### config.mk
export PLATFORM = sky130hd
export DESIGN_NAME = servo_slew_ramp_with_pulse_lookup_core
export DESIGN_NICKNAME = d
export VERILOG_FILES = /design/src/design/ssrpl_pkg.sv /design/src/design/servo_slew_ramp_with_pulse_lookup_core.sv /design/src/design/ssrpl_ctrl.sv /design/src/design/ssrpl_dp.sv
export VERILOG_INCLUDE_DIRS = /design/src /design/src/design
export SDC_FILE = /design/constraint.sdc
export NUM_CORES = 2
export LEC_CHECK = 0
export ABC_AREA = 1
export BUFFER_PORTS_ARGS = -buffer_cell sky130_fd_sc_hd__buf_2
export CAP_MARGIN = 10
export CELL_PAD_IN_SITES_DETAIL_PLACEMENT = 0
export CELL_PAD_IN_SITES_GLOBAL_PLACEMENT = 2
export CORE_MARGIN = 4
export CORE_UTILIZATION = 47
export DETAILED_ROUTE_END_ITERATION = 7
export HOLD_SLACK_MARGIN = 0.08
export PLACE_DENSITY = 0.88
export SLEW_MARGIN = 20
export SYNTH_ARGS = -nofsm -noshare
export SYNTH_HDL_FRONTEND = slang
export SYNTH_SLANG_ARGS = --single-unit
### constraint.sdc
create_clock -name clk -period 15.7 [get_ports clk]
set_clock_uncertainty 0.15 [all_clocks]
set_input_delay 3.14 -clock clk [delete_from_list [all_inputs] [get_ports clk]]
set_output_delay 3.14 -clock clk [all_outputs]
set_load 0.03 [all_outputs]
### src/design/servo_slew_ramp_with_pulse_lookup_core_assert.svh
// Assertion macros for the servo slew ramp core.
`ifndef SERVO_SLEW_RAMP_WITH_PULSE_LOOKUP_CORE_ASSERT_SVH
`define SERVO_SLEW_RAMP_WITH_PULSE_LOOKUP_CORE_ASSERT_SVH

// Same-cycle implication, disabled while reset is asserted.
`define SSRPL_ASSERT_SAME(name, clk, rst_n, ante, cons) \
  name: assert property (@(posedge clk) disable iff (!rst_n) (ante) |-> (cons)) \
    else $error("servo ramp core check failed");

// Next-cycle implication, disabled while reset is asserted.
`define SSRPL_ASSERT_NEXT(name, clk, rst_n, ante, cons) \
  name: assert property (@(posedge clk) disable iff (!rst_n) (ante) |=> (cons)) \
    else $error("servo ramp core check failed");

`endif

### src/design/ssrpl_pkg.sv
// Shared types, constants and codes for the servo slew ramp core.
package ssrpl_pkg;

  // Sizes
  localparam int TABLE_DEPTH    = 64;
  localparam int TBL_AW         = $clog2(TABLE_DEPTH);
  localparam int INIT_SETPOINTS = 10;
  localparam int INIT_W         = 4;
  localparam int ANGLE_W        = 16;
  localparam int PULSE_W        = 12;
  localparam int STEP_W         = 13;
  localparam int ENTRIES_W      = 7;
  localparam int TICK_W         = 16;
  localparam int MOVED_W        = TICK_W + STEP_W;
  localparam int DIFF_W         = ANGLE_W + 1;
  localparam int ENTRY_W        = ANGLE_W + PULSE_W;
  localparam int PADDR_W        = 4;
  localparam int PDATA_W        = 32;

  // Operation codes
  localparam logic [1:0] OP_TICK     = 2'd0;
  localparam logic [1:0] OP_SETPOINT = 2'd1;
  localparam logic [1:0] OP_LOAD     = 2'd2;

  // Register indexes
  localparam logic [1:0] REG_ANGLE_LOW  = 2'd0;
  localparam logic [1:0] REG_ANGLE_HIGH = 2'd1;
  localparam logic [1:0] REG_RAMP_STEP  = 2'd2;
  localparam logic [1:0] REG_ENTRIES    = 2'd3;

  // Register reset values
  localparam logic signed [ANGLE_W-1:0] RST_ANGLE_LOW  = 16'sd0;
  localparam logic signed [ANGLE_W-1:0] RST_ANGLE_HIGH = 16'sd12616;
  localparam logic [STEP_W-1:0]         RST_RAMP_STEP  = 13'd129;
  localparam logic [ENTRIES_W-1:0]      RST_ENTRIES    = 7'd1;

  typedef struct packed {
    logic [1:0]                op;
    logic signed [ANGLE_W-1:0] setpoint_angle;
    logic [TBL_AW-1:0]         entry_index;
    logic signed [ANGLE_W-1:0] entry_angle;
    logic [PULSE_W-1:0]        entry_pulse;
  } in_item_t;

  typedef struct packed {
    logic [PULSE_W-1:0]        pulse_width;
    logic signed [ANGLE_W-1:0] command_angle;
  } out_item_t;

  typedef struct packed {
    logic signed [ANGLE_W-1:0] angle_low_limit;
    logic signed [ANGLE_W-1:0] angle_high_limit;
    logic [STEP_W-1:0]         ramp_step;
    logic [ENTRIES_W-1:0]      table_entries;
  } cfg_t;

  typedef enum logic [2:0] {
    ST_IDLE,
    ST_MUL,
    ST_CMD,
    ST_SCAN,
    ST_DONE
  } state_t;

  // Controller to datapath commands
  typedef struct packed {
    logic setpoint;
    logic load;
    logic tick;
    logic mul;
    logic cmd;
    logic scan;
    logic out_load;
  } dp_cmd_t;

  // Datapath to controller status
  typedef struct packed {
    logic init_done;
    logic scan_done;
    logic out_free;
  } dp_sts_t;

endpackage

### src/design/servo_slew_ramp_with_pulse_lookup_core.sv
// Top level: configuration registers, controller and datapath of the servo ramp core.
// Setpoint, table load and idle ticks complete on acceptance; the next item may follow at once.
// An active tick steps through the MUL, CMD, SCAN and DONE states; its scan reads one entry per cycle
// through the single read port of the pulse table.
// A result waits in an output register; a later tick stalls in its DONE state until taken.
// Synchronous active-low reset clears ramp state and control, sets registers to reset values; table unset.
module servo_slew_ramp_with_pulse_lookup_core (
  input  logic                         clk,
  input  logic                         rst_n,
  input  logic                         in_valid,
  output logic                         in_ready,
  input  ssrpl_pkg::in_item_t          in_data,
  output logic                         out_valid,
  input  logic                         out_ready,
  output ssrpl_pkg::out_item_t         out_data,
  input  logic                         psel,
  input  logic                         penable,
  input  logic                         pwrite,
  input  logic [ssrpl_pkg::PADDR_W-1:0] paddr,
  input  logic [ssrpl_pkg::PDATA_W-1:0] pwdata,
  output logic [ssrpl_pkg::PDATA_W-1:0] prdata,
  output logic                         pready
);
  import ssrpl_pkg::*;

  `include "servo_slew_ramp_with_pulse_lookup_core_assert.svh"

  cfg_t    cfg_r;
  dp_cmd_t cmd;
  dp_sts_t sts;
  logic    cfg_wr;

  assign pready = 1'b1;
  assign cfg_wr = psel && penable && pwrite && pready;

  // Write configuration registers
  always_ff @(posedge clk) begin
    if (!rst_n) begin
      cfg_r.angle_low_limit  <= RST_ANGLE_LOW;
      cfg_r.angle_high_limit <= RST_ANGLE_HIGH;
      cfg_r.ramp_step        <= RST_RAMP_STEP;
      cfg_r.table_entries    <= RST_ENTRIES;
    end else if (cfg_wr) begin
      unique case (paddr[3:2])
        REG_ANGLE_LOW:  cfg_r.angle_low_limit  <= $signed(pwdata[ANGLE_W-1:0]);
        REG_ANGLE_HIGH: cfg_r.angle_high_limit <= $signed(pwdata[ANGLE_W-1:0]);
        REG_RAMP_STEP:  cfg_r.ramp_step        <= pwdata[STEP_W-1:0];
        REG_ENTRIES:    cfg_r.table_entries    <= pwdata[ENTRIES_W-1:0];
        default: ;
      endcase
    end
  end

  // Read back configuration registers
  always_comb begin
    unique case (paddr[3:2])
      REG_ANGLE_LOW:  prdata = PDATA_W'($unsigned(cfg_r.angle_low_limit));
      REG_ANGLE_HIGH: prdata = PDATA_W'($unsigned(cfg_r.angle_high_limit));
      REG_RAMP_STEP:  prdata = PDATA_W'(cfg_r.ramp_step);
      REG_ENTRIES:    prdata = PDATA_W'(cfg_r.table_entries);
      default:        prdata = '0;
    endcase
  end

  ssrpl_ctrl u_ctrl (
    .clk      (clk),
    .rst_n    (rst_n),
    .in_valid (in_valid),
    .in_op    (in_data.op),
    .in_ready (in_ready),
    .sts      (sts),
    .cmd      (cmd)
  );

  ssrpl_dp u_dp (
    .clk       (clk),
    .rst_n     (rst_n),
    .cfg       (cfg_r),
    .in_item   (in_data),
    .cmd       (cmd),
    .sts       (sts),
    .out_valid (out_valid),
    .out_ready (out_ready),
    .out_item  (out_data)
  );

  // Never overwrite a result that has not been taken
  `SSRPL_ASSERT_SAME(a_no_overwrite, clk, rst_n, cmd.out_load, sts.out_free)
  // A loaded result is presented in the next cycle
  `SSRPL_ASSERT_NEXT(a_load_shows, clk, rst_n, cmd.out_load, out_valid)
  // An active tick closes the input while its scan runs
  `SSRPL_ASSERT_NEXT(a_tick_busy, clk, rst_n,
    in_valid && in_ready && (in_data.op == OP_TICK) && sts.init_done, !in_ready)

endmodule

### src/design/ssrpl_ctrl.sv
// Controller state machine: sequences tick work and decodes input operations.
module ssrpl_ctrl (
  input  logic              clk,
  input  logic              rst_n,
  input  logic              in_valid,
  input  logic [1:0]        in_op,
  output logic              in_ready,
  input  ssrpl_pkg::dp_sts_t sts,
  output ssrpl_pkg::dp_cmd_t cmd
);
  import ssrpl_pkg::*;

  state_t state_r;
  state_t state_nxt;
  logic   in_fire;

  assign in_ready = (state_r == ST_IDLE);
  assign in_fire  = in_valid && in_ready;

  // Hold state
  always_ff @(posedge clk) begin
    if (!rst_n) begin
      state_r <= ST_IDLE;
    end else begin
      state_r <= state_nxt;
    end
  end

  // Next state
  always_comb begin
    state_nxt = state_r;
    unique case (state_r)
      ST_IDLE: begin
        if (in_fire && (in_op == OP_TICK) && sts.init_done) begin
          state_nxt = ST_MUL;
        end
      end
      ST_MUL:  state_nxt = ST_CMD;
      ST_CMD:  state_nxt = ST_SCAN;
      ST_SCAN: begin
        if (sts.scan_done) begin
          state_nxt = ST_DONE;
        end
      end
      ST_DONE: begin
        if (sts.out_free) begin
          state_nxt = ST_IDLE;
        end
      end
      default: state_nxt = ST_IDLE;
    endcase
  end

  // Outputs: decode the accepted operation and the per-state commands
  always_comb begin
    cmd = '0;
    if (in_fire) begin
      unique case (in_op)
        OP_TICK:     cmd.tick     = sts.init_done;
        OP_SETPOINT: cmd.setpoint = 1'b1;
        OP_LOAD:     cmd.load     = 1'b1;
        default:     cmd          = '0;
      endcase
    end
    unique case (state_r)
      ST_IDLE: ;
      ST_MUL:  cmd.mul = 1'b1;
      ST_CMD:  cmd.cmd = 1'b1;
      ST_SCAN: cmd.scan = 1'b1;
      ST_DONE: cmd.out_load = sts.out_free;
      default: ;
    endcase
  end

endmodule

### src/design/ssrpl_dp.sv
// Datapath: setpoint clamp, ramp arithmetic, pulse table and nearest-angle scan.
module ssrpl_dp (
  input  logic                 clk,
  input  logic                 rst_n,
  input  ssrpl_pkg::cfg_t      cfg,
  input  ssrpl_pkg::in_item_t  in_item,
  input  ssrpl_pkg::dp_cmd_t   cmd,
  output ssrpl_pkg::dp_sts_t   sts,
  output logic                 out_valid,
  input  logic                 out_ready,
  output ssrpl_pkg::out_item_t out_item
);
  import ssrpl_pkg::*;

  // Ramp state
  logic signed [ANGLE_W-1:0] command_now_r;
  logic signed [ANGLE_W-1:0] ramp_origin_r;
  logic signed [ANGLE_W-1:0] target_now_r;
  logic signed [ANGLE_W-1:0] target_seen_r;
  logic [INIT_W-1:0]         init_count_r;
  logic [TICK_W-1:0]         ticks_r;
  logic                      ramp_started_r;
  logic                      init_done;

  // Ramp arithmetic
  logic [MOVED_W-1:0]        moved_r;
  logic signed [DIFF_W-1:0]  delta_r;
  logic [DIFF_W-1:0]         span_abs;
  logic signed [ANGLE_W-1:0] clamped;
  logic signed [ANGLE_W-1:0] command_nxt;

  // Table and scan
  logic [ENTRY_W-1:0]        mem [TABLE_DEPTH];
  logic [ENTRY_W-1:0]        rdata_r;
  logic [ENTRIES_W-1:0]      rd_idx_r;
  logic                      rd_vld_r;
  logic                      cmp_first_r;
  logic [ENTRIES_W-1:0]      n_eff;
  logic signed [ANGLE_W-1:0] rd_angle;
  logic [DIFF_W-1:0]         rd_diff;
  logic [DIFF_W-1:0]         near_diff_r;
  logic [PULSE_W-1:0]        best_pulse_r;

  // Result register
  logic                      out_valid_r;
  out_item_t                 out_item_r;

  assign init_done = (init_count_r >= INIT_W'(INIT_SETPOINTS));

  // Clamp the angle; with inverted limits, below low gives low, all else gives high
  always_comb begin
    if ($signed(in_item.setpoint_angle) < $signed(cfg.angle_low_limit)) begin
      clamped = cfg.angle_low_limit;
    end else if ($signed(in_item.setpoint_angle) > $signed(cfg.angle_high_limit)) begin
      clamped = cfg.angle_high_limit;
    end else begin
      clamped = in_item.setpoint_angle;
    end
  end

  // Interpolate between origin and target, else hold the target
  always_comb begin
    span_abs = delta_r[DIFF_W-1] ? DIFF_W'(-delta_r) : DIFF_W'(delta_r);
    if (ramp_started_r && (moved_r < MOVED_W'(span_abs))) begin
      if (delta_r[DIFF_W-1]) begin
        command_nxt = ramp_origin_r - $signed(moved_r[ANGLE_W-1:0]);
      end else begin
        command_nxt = ramp_origin_r + $signed(moved_r[ANGLE_W-1:0]);
      end
    end else begin
      command_nxt = target_now_r;
    end
  end

  // Update ramp state on setpoints, active ticks and the command step
  always_ff @(posedge clk) begin
    if (!rst_n) begin
      command_now_r  <= '0;
      ramp_origin_r  <= '0;
      target_now_r   <= '0;
      target_seen_r  <= '0;
      init_count_r   <= '0;
      ticks_r        <= '0;
      ramp_started_r <= 1'b0;
    end else begin
      if (cmd.setpoint) begin
        if (!init_done) begin
          target_seen_r <= clamped;
          command_now_r <= clamped;
          init_count_r  <= init_count_r + INIT_W'(1);
        end
        target_now_r <= clamped;
      end
      if (cmd.tick) begin
        if (target_now_r != target_seen_r) begin
          ticks_r        <= '0;
          ramp_origin_r  <= command_now_r;
          target_seen_r  <= target_now_r;
          ramp_started_r <= 1'b1;
        end else if (ticks_r != '1) begin
          ticks_r <= ticks_r + TICK_W'(1);
        end
      end
      if (cmd.cmd) begin
        command_now_r <= command_nxt;
      end
    end
  end

  // Register the ramp distance travelled and the ramp span
  always_ff @(posedge clk) begin
    if (cmd.mul) begin
      moved_r <= MOVED_W'(ticks_r) * MOVED_W'(cfg.ramp_step);
      delta_r <= DIFF_W'(target_now_r) - DIFF_W'(ramp_origin_r);
    end
  end

  // Saturate the entry count to the table, raising zero to one
  always_comb begin
    if (cfg.table_entries == '0) begin
      n_eff = ENTRIES_W'(1);
    end else if (cfg.table_entries > ENTRIES_W'(TABLE_DEPTH)) begin
      n_eff = ENTRIES_W'(TABLE_DEPTH);
    end else begin
      n_eff = cfg.table_entries;
    end
  end

  // Write loaded entries, read one entry per cycle for the scan
  always_ff @(posedge clk) begin
    if (cmd.load) begin
      mem[in_item.entry_index] <= {in_item.entry_angle, in_item.entry_pulse};
    end
    rdata_r <= mem[rd_idx_r[TBL_AW-1:0]];
  end

  // Advance the scan address and track read data validity
  always_ff @(posedge clk) begin
    if (!rst_n) begin
      rd_idx_r    <= '0;
      rd_vld_r    <= 1'b0;
      cmp_first_r <= 1'b0;
    end else if (cmd.cmd) begin
      rd_idx_r <= '0;
      rd_vld_r <= 1'b0;
    end else if (cmd.scan) begin
      rd_vld_r    <= (rd_idx_r < n_eff);
      cmp_first_r <= (rd_idx_r == '0);
      if (rd_idx_r < n_eff) begin
        rd_idx_r <= rd_idx_r + ENTRIES_W'(1);
      end
    end
  end

  // Distance from the command to the entry just read
  always_comb begin
    rd_angle = $signed(rdata_r[ENTRY_W-1:PULSE_W]);
    if (rd_angle > command_now_r) begin
      rd_diff = DIFF_W'(rd_angle) - DIFF_W'(command_now_r);
    end else begin
      rd_diff = DIFF_W'(command_now_r) - DIFF_W'(rd_angle);
    end
  end

  // Keep the first nearest entry
  always_ff @(posedge clk) begin
    if (cmd.scan && rd_vld_r && (cmp_first_r || (rd_diff < near_diff_r))) begin
      near_diff_r  <= rd_diff;
      best_pulse_r <= rdata_r[PULSE_W-1:0];
    end
  end

  // Result register: load when free, drop on transfer
  always_ff @(posedge clk) begin
    if (!rst_n) begin
      out_valid_r <= 1'b0;
    end else if (cmd.out_load) begin
      out_valid_r <= 1'b1;
    end else if (out_ready) begin
      out_valid_r <= 1'b0;
    end
  end

  always_ff @(posedge clk) begin
    if (cmd.out_load) begin
      out_item_r.pulse_width   <= best_pulse_r;
      out_item_r.command_angle <= command_now_r;
    end
  end

  assign out_valid     = out_valid_r;
  assign out_item      = out_item_r;
  assign sts.init_done = init_done;
  assign sts.scan_done = (rd_idx_r == n_eff) && !rd_vld_r;
  assign sts.out_free  = !out_valid_r || out_ready;

endmodule
Word-level counts from Yosys, hierarchy flattened --
Memories as Yosys holds them, arrays and structs flattened. A register that Yosys moved wholly into a read port is not among the register bits. Cells that the tools add are included.
Word-level totals: logic and storage cells 127, memories kept 1, bits in writable memories 1792, bits in registers 253, input bits 95, output and inout bits 63
Cells by class: eq/ne operators 16, add/sub/neg operators 9, bitwise gates (word level) 3, multipliers 1, muxes and demuxes 34, order comparisons 8, reduce and logical (&&, ||, !) cells 33
Memory list:
- u_dp.mem | words 64, width 28, rd ports 1, clocked after Yosys merged registers in 1, write ports 1, RTL line ssrpl_dp.sv:33 | logic [ENTRY_W-1:0] mem [TABLE_DEPTH];
Operators by type and width (number):
- 16-bit two-way mux | 13
- 32-bit case mux with 4 select lines | 1
- 16-bit by 16-bit subtractor with 17-bit output | 3
- 17-bit two-way mux | 2
- 16-bit > comparator | 2
- 29-bit by 17-bit < comparator with 1-bit output | 1
- 16-bit by 13-bit multiplier with 29-bit output | 1
- 7-bit two-way mux | 3
- 2-bit AND reduction | 10
- 17-bit < comparator | 1
- 17-bit negation | 1
- 16-bit by 1-bit adder with 16-bit output, second input constant | 1
- 16-bit adder | 1
- 16-bit < comparator | 1
- 16-bit inequality test | 1
- 16-bit inequality test, second input constant | 1
- 16-bit subtractor | 1
- 3-bit case mux with 5 select lines | 1
- 7-bit zero test | 2
- 1-bit two-way mux | 11
- 1-bit logical AND | 9
- 3-bit two-way mux | 3
- 7-bit by 1-bit adder with 7-bit output, second input constant | 1
- 7-bit equality test | 1
- 19 further kinds | 32

Longest topological paths before layout --
depth after elaboration 7, gate-level depth with buffers 29, mapped depth without buffers 27

Modules after synthesis --
Synthesis repeated with hierarchy kept, for this count alone.
Second synthesis, totals: cell total of the unflattened synthesis 8327, area total of the unflattened synthesis 94102.8 um^2
Modules (own cells, without submodules):
- ssrpl_dp | cells each 7898, area an instance 91302.6 um^2, sequential area each 59366.9 um^2, times used 1
- servo_slew_ramp_with_pulse_lookup_core | cells each 390, area an instance 2563.7 um^2, sequential area each 1041.0 um^2, times used 1
- ssrpl_ctrl | cells each 39, area an instance 236.5 um^2, sequential area each 60.1 um^2, times used 1

Worst setup path before layout --
OpenSTA, ideal clock, no wires.
path type input-to-output, start input paddr[3] (netlist name), end output prdata[0] (netlist name), path slack 8.210 ns, arrival time 4.200 ns, data required time 12.410 ns, cell stages on the path 4, path buffers 1, cells stage by stage nor2_1 inv_1 clkbuf_1 o21ai_0
Between the ends: word-level cells in the longest chain between the ends 2, elaborated cells between the ends (all ways) 5, classes of those cells 3 x eq/ne; 1 x mux; 1 x reduce/logical
Ends and longest elaborated chain:
- from (decl) | RTL line servo_slew_ramp_with_pulse_lookup_core.sv:19 | input logic [ssrpl_pkg::PADDR_W-1:0] paddr,
- 2-bit equality test, or another cell as far along | RTL line servo_slew_ramp_with_pulse_lookup_core.sv:56 | unique case (paddr[3:2])
- 32-bit case mux with 4 select lines (*) | RTL line servo_slew_ramp_with_pulse_lookup_core.sv:56
- to (decl) | RTL line servo_slew_ramp_with_pulse_lookup_core.sv:21 | output logic [ssrpl_pkg::PDATA_W-1:0] prdata,
Every way passes the cells marked *; elsewhere a longest branch is shown, timed or not. The select of a mux whose other input is x is not followed.

Final worst setup path --
start input paddr[2] (netlist name), end output prdata[8] (netlist name)
Same word-level chain as after synthesis.

==> results.py <==
metrics = {
    "clocking": {
        "htree_levels": 4,
        "cts_tree": "yes",
        "clock_latency_ns": 0.84,
        "postCtsHoldBufs": 0,
        "clock-root-buffer": "clkbuf_16",
        "cts_buffers": 206,
        "post_cts.repair.setup_buffers": 0,
        "clock_sinks": 2073,
        "clkTransAtPathRegs_ns": 0.06,
        "cts_resized": 0,
        "max-clock-path-buffers": 3,
    },
    "grt": {
        "global_route.overflow_total": 0,
        "grt_max_degree": 185,
        "first_global_vias": 59821,
        "track_usage": 0.256,
        "grt_pass1_wl_um": 391000,
        "antenna_found_initial": 31,
    },
    "synthesis": {
        "synth_area_leader_cell": "edfxtp_1",
        "netlist_top_cells_count": "1895 x edfxtp_1, 1134 x nor2_1, 1092 x o21ai_0",
        "synth-async-reset-ratio": 0,
        "post_synth_inst_count": 8064,
        "mappedNetlistArea_um2": 93100,
        "synth_warnings": 0,
        "synth_seq_area_share": 0.649,
        "postSynthAreaPerCell_um2": 11.5,
        "yosysUniqueCellTypes": 71,
        "postSynthRegisterBits": 2073,
        "synthDominantCellAreaShare": 0.611,
        "synthMostInstantiatedCell": "edfxtp_1",
        "edff_count_synth": 1895,
        "synth-main-ff-cell": "edfxtp_1",
        "synth_area_leaders": "edfxtp_1 61%, o21ai_0 5.9%, nor2_1 4.6%, dfxtp_1 3.8%, fa_1 3.4%",
    },
    "sta": {
        "timing_worst_slew_pin_value_ns": 1.16,
        "layout_min_cycle_time_ns": 8.11,
        "timing.slew.headroom": 0.228,
        "final_min_period_over_clock_period": 0.516,
        "grt_setup_unrepaired": "no",
        "fin_setup_tns_ns": 0,
        "final_max_slew_viol_count": 0,
        "final.hold.worst_slack_ns": 0.255,
        "final-setup-viol-count": 0,
        "fmaxAchievable_mhz": 123,
        "finalHoldViolCount": 0,
    },
    "drt": {
        "postRouteWirelength_um": 269000,
        "route.detailed.vias_per_inst": 5.84,
        "met3_wirelength_um": 21700,
        "vias": 63367,
        "antenna_left": 0,
        "drt_iter0_markers": 7426,
        "route.top_layer_used": "met5",
        "routed_wire_length_per_instance_um": 24.8,
        "dr.pass1.iters": 6,
        "routedLengthMet1_um": 115000,
        "met2_wire_len_um": 123000,
        "drcViolationCount": 0,
    },
    "die": {
        "dieWidth_um": 453,
        "fp.dieArea_um2": 205000,
        "starting_density": 0.472,
        "boundaryPins": 158,
        "floorplan.die.height_um": 453,
        "floorplan.rows": 163,
        "core_um2": 197000,
    },
    "place": {
        "hpwlAfterDp_um": 157000,
        "place.detailed.instances": 10455,
        "globalplace.congestion": 0.856,
        "port_buffers": 122,
        "placed_cell_area_um2": 96400,
    },
    "power_and_ir_drop": {
        "power.switching_uw": 3110,
        "power.internal_uw": 9370,
        "power.leakage_uw": 0.0370,
        "power_per_cell_area_nw_per_um2": 121,
        "pwr-share-clk": 0.397,
        "netSwitchingFraction": 0.249,
        "sequential_share_of_power": 0.499,
        "max-vdd-ir-drop_uv": 116,
        "p_comb_frac": 0.104,
        "report.power.total_uw": 12500,
    },
    "worst_setup_path": {
        "crit_arrival_ns": 4.82,
        "worst_setup_path_end_kind": "output port",
        "worst-setup-path-type": "input port to output port",
        "timing.critical_path.slowest_stage_cell": "clkinv_1",
        "required_ns": 12.41,
        "cp_top_family": "buffers and inverters",
        "worst_setup_path_start_kind": "input port",
        "worstPathBufferInverterCount": 4,
        "cpMostUsedCell": "buf_2",
        "path_max_fanout": 10,
        "cp_cell_sequence": "buf_2 > inv_1 > nor2_2 > clkinv_1 > o221ai_1 > buf_2",
        "max_stage_delay_ns": 0.46,
    },
    "min_path": {
        "timing.hold.worst.class": "flip-flop to flip-flop",
    },
    "finish": {
        "syn2layout_area_growth_pct": 11.1,
        "fraction_of_layout_instances_using_a_drive_strength_above_1": 0.0798,
        "final.fill_count": 16873,
        "num-nets-final": 8497,
        "final-instance-count-excl-fill": 10857,
        "final_cell_area_um2": 103000,
    },
    "status": {
        "status": "complete, no violations",
    },
    "job": {
        "drv.max_cap_violation_count": 0,
    },
}
[kinds of logic (layout without fill, tap and decap cells)]
family	count (synthesis)	after routing	share of synthesized area
AO/OA/AOI/OAI	2070	2070	0.127
XOR/XNOR	126	126	0.0119
adder cells (fa/ha/maj)	372	372	0.0627
buffers and inverters	1145	1269	0.0498
flip-flops	2073	2073	0.649
other	2	31	0.0000807
AND/OR/NAND/NOR	2276	2276	0.0987
[through the flow]
| stage | setup slack [ns] | utilization |
|---|---|---|
| after floorplan | 8.21 | - |
| after global placement | 7.58 | 0.489 |
| after detailed placement | 7.61 | 0.489 |
| after CTS | 7.59 | 0.524 |
| after global routing | 7.56 | 0.525 |
| final | 7.59 | 0.525 |
[per-layer routing]
metal,vias up,GRT usage
li1,28686,-
met1,31658,0.371
met2,2637,0.398
met3,384,0.0363
met4,2,0.0847
met5,-,0
[cell usage in the layout (no fill, tap or decap), drive strengths merged, types with 18 or more instances in the layout]
cell type  count
nor3          31
dfxtp        178
xnor2         42
nand4         69
a31oi         31
ha           214
nor2        1139
inv          645
edfxtp      1895
clkinv        91
buf          244
a21oi        278
nand3        195
o21ai       1131
bufinv        24
fa           158
clkbuf       259
o22ai        312
xor2          84
o221ai       140
nand2        820
a22o          18
o211ai        89
[registers in the layout, indices dropped and copies added (netlist names), 7 cells and up]
| register | count |
|---|---|
| cfg_r | 52 |
| u_dp.best_pulse_r | 12 |
| u_dp.command_now_r | 16 |
| u_dp.delta_r | 17 |
| u_dp.mem | 1792 |
| u_dp.moved_r | 29 |
| u_dp.near_diff_r | 17 |
| u_dp.out_item | 28 |
| u_dp.ramp_origin_r | 16 |
| u_dp.rd_idx_r | 7 |
| u_dp.rdata_r | 28 |
| u_dp.target_now_r | 16 |
| u_dp.target_seen_r | 16 |
| u_dp.ticks_r | 16 |
[worst paths after layout]
kind	from	endpoint	slack, ns	depth (start not counted)
setup reg to reg	cfg_r[11]	u_dp.moved_r[25]	9.79	17
hold / removal	u_dp.rdata_r[5]	u_dp.best_pulse_r[5]	0.26	0
hold reg to reg	u_dp.rdata_r[5]	u_dp.best_pulse_r[5]	0.26	0
setup / recovery	paddr[2]	prdata[8]	7.59	6
[power by group through the flow]
stage	Combinational [µW]	Sequential, µW	Clock [µW]
after floorplan	835	6320	0
after global placement	1270	6340	0
after detailed placement	1290	6340	0
after CTS	1300	6220	5020
after global routing	1450	6230	5240
final	1300	6220	4960
[area by class of cell]
class,instances,area (µm²),share of cell area
sequential,2073,60500,0.584
multi-input combinational,4861,28600,0.276
clock buffer,259,5440,0.0525
tap,2640,3300,0.0319
inverter,644,2450,0.0236
timing repair buffer,244,1810,0.0175
clock inverter,122,1380,0.0133
antenna,14,35.0,0.000339
(Power assumes the default switching activity.)
